`src/sv/lidar_scan_packet_parser_unit_macros.svh`:
```
// Assertion macros shared by the lidar scan packet parser RTL.
// Included by the files that assert; no other dependencies.
`ifndef LIDAR_SCAN_PACKET_PARSER_UNIT_MACROS_SVH
`define LIDAR_SCAN_PACKET_PARSER_UNIT_MACROS_SVH
`ifndef ASSERT_OFF
// Checked only while the block is out of reset.
`define LSPP_ASSERT(lbl, clk, rst_n, prop) \
  lbl: assert property (@(posedge clk) disable iff (!rst_n) prop) \
    else $error("lspp assertion failed");
// Checked at every edge, reset included.
`define LSPP_ASSERT_ALWAYS(lbl, clk, prop) \
  lbl: assert property (@(posedge clk) prop) \
    else $error("lspp assertion failed");
`else
`define LSPP_ASSERT(lbl, clk, rst_n, prop)
`define LSPP_ASSERT_ALWAYS(lbl, clk, prop)
`endif
`endif

```
`src/sv/lspp_pkg.sv`:
```
// Package for the lidar scan packet parser: packet layout constants,
// configuration register indexes and shared types. No dependencies.
`default_nettype none

package lspp_pkg;

  localparam int PKT_BYTES = 5;
  localparam int WIN_DEPTH = PKT_BYTES - 1;
  localparam int FILL_W    = $clog2(WIN_DEPTH + 1);
  localparam int WIN_IDX_W = $clog2(WIN_DEPTH);

  localparam int ANGLE_W   = 15;
  localparam int DIST_W    = 16;
  localparam int QUAL_W    = 6;
  localparam int MAXPTS_W  = 10;
  localparam int CFG_IDX_W = 2;
  localparam int CFG_DAT_W = 16;

  localparam logic [CFG_IDX_W-1:0] CFG_MIN_DIST   = 2'd0;
  localparam logic [CFG_IDX_W-1:0] CFG_MAX_POINTS = 2'd1;

  localparam logic [DIST_W-1:0]   MIN_DIST_RESET   = 16'd400;
  localparam logic [MAXPTS_W-1:0] MAX_POINTS_RESET = 10'd460;

  // Bit positions inside the first two packet bytes.
  localparam int SYNC_POS   = 0;
  localparam int SYNC_N_POS = 1;
  localparam int CHK_POS    = 0;

  typedef logic [PKT_BYTES-1:0][7:0] pkt_bytes_t;

  typedef struct packed {
    logic                ok;
    logic                start;
    logic [ANGLE_W-1:0]  angle;
    logic [DIST_W-1:0]   echo_dist;
    logic [QUAL_W-1:0]   quality;
  } pkt_info_t;

  typedef struct packed {
    logic [ANGLE_W-1:0]  angle_q6;
    logic [DIST_W-1:0]   dist_q2;
    logic [QUAL_W-1:0]   quality;
    logic                no_return;
    logic                first_point;
  } point_t;

endpackage

`default_nettype wire

```
`src/sv/lspp_decode.sv`:
```
// Field decoder for one five-byte packet window: framing check and raw
// angle, distance and quality extraction. Depends on lspp_pkg.
`default_nettype none

module lspp_decode
  import lspp_pkg::*;
(
  input  pkt_bytes_t pkt_i,
  output pkt_info_t  info_o
);

  always_comb begin
    // The start bit and its inverse must disagree, and the check bit must be set.
    info_o.ok        = (pkt_i[0][SYNC_POS] != pkt_i[0][SYNC_N_POS]) &&
                       pkt_i[1][CHK_POS];
    info_o.start     = pkt_i[0][SYNC_POS];
    info_o.angle     = {pkt_i[2], pkt_i[1][7:1]};
    info_o.echo_dist = {pkt_i[4], pkt_i[3]};
    info_o.quality   = pkt_i[0][7:2];
  end

endmodule

`default_nettype wire

```
`src/sv/lidar_scan_packet_parser_unit.sv`:
```
// Top level of the lidar scan packet parser: byte window, scan tracking,
// output register with skid slot. Depends on lspp_pkg, lspp_decode, macros header.
// One received byte is taken per cycle while the input is not stalled. The
// point from the byte that completes a packet is registered into the output
// register; a second register behind it holds one more point so input
// keeps flowing while the output stalls, and the input stalls only while both
// slots are full. The only loop is the update of the byte window and the scan
// counter, which sets the rate at one byte per cycle while not stalled.
`default_nettype none
`include "lidar_scan_packet_parser_unit_macros.svh"

module lidar_scan_packet_parser_unit
  import lspp_pkg::*;
(
  input  wire logic                 clk_i,
  input  wire logic                 rst_ni,
  input  wire logic                 in_valid_i,
  output logic                      in_stall_o,
  input  wire logic [7:0]           rx_byte_i,
  output logic                      out_valid_o,
  input  wire logic                 out_stall_i,
  output logic [ANGLE_W-1:0]        angle_q6_o,
  output logic [DIST_W-1:0]         dist_q2_o,
  output logic [QUAL_W-1:0]         quality_o,
  output logic                      no_return_o,
  output logic                      first_point_o,
  input  wire logic                 cfg_valid_i,
  output logic                      cfg_ready_o,
  input  wire logic [CFG_IDX_W-1:0] cfg_index_i,
  input  wire logic [CFG_DAT_W-1:0] cfg_wdata_i
);

  logic [DIST_W-1:0]   min_dist_q;
  logic [MAXPTS_W-1:0] max_points_q;

  logic [WIN_DEPTH-1:0][7:0] win_q, win_d;
  logic [FILL_W-1:0]         fill_q, fill_d;
  logic                      collecting_q, collecting_d;
  logic [MAXPTS_W-1:0]       points_q, points_d;

  logic   out_valid_q, skid_valid_q;
  point_t out_q, skid_q;

  logic      in_fire, out_fire, cfg_fire;
  logic      res_valid;
  point_t    res;
  pkt_info_t info;
  logic      [MAXPTS_W-1:0] pts_base;
  logic      coll_next;

  assign cfg_ready_o = 1'b1;
  assign cfg_fire    = cfg_valid_i && cfg_ready_o;
  assign in_stall_o  = skid_valid_q;
  assign in_fire     = in_valid_i && !in_stall_o;
  assign out_fire    = out_valid_q && !out_stall_i;

  always_ff @(posedge clk_i or negedge rst_ni) begin
    if (!rst_ni) begin
      min_dist_q   <= MIN_DIST_RESET;
      max_points_q <= MAX_POINTS_RESET;
    end else if (cfg_fire) begin
      unique case (cfg_index_i)
        CFG_MIN_DIST:   min_dist_q   <= cfg_wdata_i;
        CFG_MAX_POINTS: max_points_q <= cfg_wdata_i[MAXPTS_W-1:0];
        default: ;
      endcase
    end
  end

  lspp_decode u_decode (
    .pkt_i  ({rx_byte_i, win_q}),
    .info_o (info)
  );

  always_comb begin
    win_d        = win_q;
    fill_d       = fill_q;
    collecting_d = collecting_q;
    points_d     = points_q;
    res_valid    = 1'b0;
    coll_next    = collecting_q || info.start;
    pts_base     = info.start ? '0 : points_q;

    res.angle_q6    = info.angle;
    res.no_return   = (info.quality == '0);
    res.dist_q2     = res.no_return ? '0 : info.echo_dist;
    res.quality     = info.quality;
    res.first_point = (pts_base == '0);

    priority if (fill_q < FILL_W'(WIN_DEPTH)) begin
      win_d[fill_q[WIN_IDX_W-1:0]] = rx_byte_i;
      fill_d = fill_q + 1'b1;
    end else if (!info.ok) begin
      // Bad framing: slide the window forward by one byte.
      win_d = {rx_byte_i, win_q[WIN_DEPTH-1:1]};
    end else begin
      fill_d       = '0;
      collecting_d = coll_next;
      points_d     = pts_base;
      // Near echoes are dropped and do not count toward the cap.
      if (coll_next && (pts_base < max_points_q) &&
          (res.no_return || (info.echo_dist >= min_dist_q))) begin
        res_valid = 1'b1;
        points_d  = pts_base + 1'b1;
      end
    end
  end

  always_ff @(posedge clk_i or negedge rst_ni) begin
    if (!rst_ni) begin
      win_q        <= '0;
      fill_q       <= '0;
      collecting_q <= 1'b0;
      points_q     <= '0;
    end else if (in_fire) begin
      win_q        <= win_d;
      fill_q       <= fill_d;
      collecting_q <= collecting_d;
      points_q     <= points_d;
    end
  end

  // Output register plus one skid slot; the skid drains first to keep order.
  always_ff @(posedge clk_i or negedge rst_ni) begin
    if (!rst_ni) begin
      out_valid_q  <= 1'b0;
      skid_valid_q <= 1'b0;
    end else if (skid_valid_q) begin
      if (out_fire) begin
        skid_valid_q <= 1'b0;
      end
    end else if (in_fire && res_valid) begin
      if (out_valid_q && !out_fire) begin
        skid_valid_q <= 1'b1;
      end else begin
        out_valid_q <= 1'b1;
      end
    end else if (out_fire) begin
      out_valid_q <= 1'b0;
    end
  end

  always_ff @(posedge clk_i) begin
    if (skid_valid_q) begin
      if (out_fire) begin
        out_q <= skid_q;
      end
    end else if (in_fire && res_valid) begin
      if (out_valid_q && !out_fire) begin
        skid_q <= res;
      end else begin
        out_q <= res;
      end
    end
  end

  assign out_valid_o   = out_valid_q;
  assign angle_q6_o    = out_q.angle_q6;
  assign dist_q2_o     = out_q.dist_q2;
  assign quality_o     = out_q.quality;
  assign no_return_o   = out_q.no_return;
  assign first_point_o = out_q.first_point;

  `LSPP_ASSERT_ALWAYS(a_skid_behind_out, clk_i, skid_valid_q |-> out_valid_q)
  `LSPP_ASSERT(a_fill_bounded, clk_i, rst_ni, fill_q <= FILL_W'(WIN_DEPTH))
  `LSPP_ASSERT(a_idle_no_points, clk_i, rst_ni, !collecting_q |-> (points_q == '0))
  `LSPP_ASSERT(a_result_lands, clk_i, rst_ni, (in_fire && res_valid) |=> out_valid_q)
  `LSPP_ASSERT(a_point_counted, clk_i, rst_ni, (in_fire && res_valid) |=> (points_q != '0))

endmodule

`default_nettype wire

```
`config.mk`:
```
export PLATFORM = sky130hd
export DESIGN_NAME = lidar_scan_packet_parser_unit
export DESIGN_NICKNAME = d
export VERILOG_FILES = /design/src/sv/lspp_pkg.sv /design/src/sv/lspp_decode.sv /design/src/sv/lidar_scan_packet_parser_unit.sv
export VERILOG_INCLUDE_DIRS = /design/src /design/src/sv
export SDC_FILE = /design/constraint.sdc
export NUM_CORES = 1
export LEC_CHECK = 0
export BUFFER_PORTS_ARGS = -buffer_cell sky130_fd_sc_hd__buf_4
export CORE_MARGIN = 2
export CORE_UTILIZATION = 30
export DETAILED_ROUTE_END_ITERATION = 8
export HOLD_SLACK_MARGIN = 0.12
export SLEW_MARGIN = 20
export SYNTH_ARGS = -nofsm -noshare
export SYNTH_HDL_FRONTEND = slang
export SYNTH_HIERARCHICAL = 1
export SYNTH_SLANG_ARGS = --single-unit
```
`constraint.sdc`:
```
create_clock -name clk_i -period 5.8 [get_ports clk_i]
set_clock_uncertainty 0.2 [all_clocks]
set_input_delay 0.87 -clock clk_i [delete_from_list [all_inputs] [get_ports clk_i]]
set_output_delay 0.87 -clock clk_i [all_outputs]
set_load 0.01 [all_outputs]
```
==> run metrics <==
EDFF count, synth between 70 and 80; CP delay by family, top simple AND/OR/NAND/NOR gates; setup ws final between 1.5 and 2 ns; CP required ~5.6 ns; layout cell share with drive strength beyond 1 0.280; commonest cells after routing, fill and taps aside edfxtp_1, buf_4, dfrtp_1, nand2_1, mux2_2; WHS between 0.2 and 0.3 ns; TritonCTS buffer count 17; initial antenna violation count 0; Top FF cell, synth edfxtp_1; Setup crit end kind flop; Design Power roughly 0.0036 W; commonest non-fill, non-tap cell in the layout edfxtp_1; met3 Usage GRT 0.0294; critical path data arrival time around 3.8 ns; cts hold-fix bufs 0; number of diodes 0; setup TNS 0 ns; max cap viols 0; setup repair after global routing missed its margin no; fin nets approximately 700; area grow syn2layout 16.4%; Worst Tran Pin Value between 0.9 and 1 ns; detailed placer's ending HPWL about 11,000 um; CP most frequent cell nand2_1; Pins Over Slew Limit 0; fin util 0.358; Hold Path Class flop to flop; Achievable Freq between 200 and 300 MHz; Hold Fails Final Rpt 0; GP Congestion 0.801; Setup crit start kind flop; clock latency on the worst-skew pair ~0.42 ns; Yosys cell types 52; die height approximately 160 um; GR Overflow Total 0; layer carrying the most global-route usage met2; DRC violations left 0; crit path time final a little under 4 ns; Tcrit/Tclk final 0.679; Mapped Area just over 7000 um2; run status finished, final reports clean; 1st-iter DRT viols roughly 350; Synth Instances around 600; Sinks on Clock Net about 150; per-cell routed wire length 15.8 um; Buf+Inv Stages, Crit Path 0; worst-path cell chain nor2b_1 > ha_1 > a21oi_1 > nand2_1 > a211oi_1 > nand2_1 > or2_1 > nor2_1 > and3_2; Ys Warns 6; endpoints failing setup 0; Seq/Total Area, Yosys 0.579; Core Region 23,600 um2; net count after synthesis approximately 670; Leak around 3.4 nW; postcts setup bufs 0; Syn Area/Cell about 12 um2; Final ANT Viol Nets 0; total wire length approximately 15,000 um; Synth async-reset ratio 0.487; met1 usage 0.166; Peak VDD IR roughly 0.22 mV; row count 56; via count 4,435; pre-CTS setup slack 1.73 ns; clock buffer depth 2; Slowest Stage Delay on Critical Path roughly 0.86 ns; die area about 25,000 um2; Global Route Usage Sum 0.126; vias per cell about 4.6; Max FO, Critical Path 39; I/O pin count 73; largest net degree at the start of global routing 75; wire length of the first global-routing pass 25,100 um; chip width 160 um; H-Tree Depth 4; CTS root buf clkbuf_16; PostCTS Resize Cnt 0; PwrDens about 430 nW/um2; Setup CP Type flop to flop; vias in the first global route around 4,500; Slowest-stage cell, CP and3_2; CTS tree built; Clock Pin Slew Worst Setup and Hold Paths 0.07 ns; slew margin rel. 0.333; Port Buffers between 70 and 80; met2 track demand over resource 0.204; flops & latches, synth 152; Starting Density 0.307; DRT Pass-1 Iters 4
==> cell type report <==
cell class	instances	area, um2
fillers	2328	15200
flip-flops and latches	152	4210
multi-input cells	355	2560
repair buffers	76	571
clock buffers	17	425
well taps	319	399
clock inverters	15	161
inverters	35	131
==> registers in the layout, indices dropped and copies added, names as in the netlist <==
signal         flops
skid_q            39
first_point_o      1
min_dist_q        16
no_return_o        1
win_q             32
quality_o          6
in_stall_o         1
fill_q             3
collecting_q       1
angle_q6_o        15
dist_q2_o         16
max_points_q      10
out_valid_o        1
points_q          10
==> per-layer routing <==
metal,up-vias,share of wire
li1,2185,-
met1,2161,0.47
met2,78,0.48
met3,11,0.033
met4,0,0.015
met5,-,0
==> logic make-up after synthesis <==
family,Yosys count,synth area share
other cells,1,0.000517
xor+xnor,2,0.00241
fa+ha+maj,31,0.0534
simple gates,155,0.112
compound gates,108,0.0931
mux,58,0.0898
buf+inv,96,0.0698
flops,152,0.579
==> power breakdown <==
part / internal (W) / switching [W]
Combinational: 0.000414 / 0.000530
Clock: 0.000610 / 0.000487
Sequential: 0.00139 / 0.000170
Total: 0.00242 / 0.00119
==> metrics by stage <==
| step | area [um2] | cells |
|---|---|---|
| final | 8450 | 969 |
| after global routing | 8450 | 969 |
| after CTS | 8450 | 968 |
| after detailed placement | 7860 | 936 |
| after global placement | 7860 | 936 |
| after floorplan | 7260 | 603 |
==> Yosys cell counts (2+ instances only) <==
cell	instances	share of area
and3_1	5	0.0043
nand2_1	60	0.031
o21ai_0	47	0.032
a211oi_1	2	0.0021
xor2_1	2	0.0024
or4_1	2	0.0021
a21o_1	3	0.0031
nor2_1	15	0.0078
dfstp_2	8	0.029
a31oi_1	2	0.0017
nor3_1	7	0.0048
nand3_1	9	0.0062
nor4_1	4	0.0034
nand2b_1	2	0.0017
nor4_4	2	0.0059
buf_4	39	0.040
a221o_1	4	0.0055
clkbuf_1	19	0.0098
ha_1	31	0.053
nor2b_1	21	0.018
o21ai_1	4	0.0028
a21oi_1	18	0.012
edfxtp_1	78	0.32
o211ai_1	2	0.0021
dfrtp_1	66	0.23
inv_1	34	0.018
and2_1	16	0.014
or3_1	2	0.0017
buf_1	3	0.0016
nand4_1	3	0.0026
a22oi_1	17	0.018
mux2_2	56	0.087
==> worst paths after layout <==
path	startpoint	to	slack [ns]	depth (start not counted)
max	win_q[0]	skid_q[13]	1.86	9
min	collecting_q	collecting_q	0.26	1
max reg2reg	win_q[0]	skid_q[13]	1.86	9
min reg2reg	collecting_q	collecting_q	0.26	1
max in group asynchronous	rst_ni	in_stall_o	4.32	1
min in group asynchronous	rst_ni	max_points_q[0]	0.41	1
Note: power is estimated with default switching activity, not from simulation.
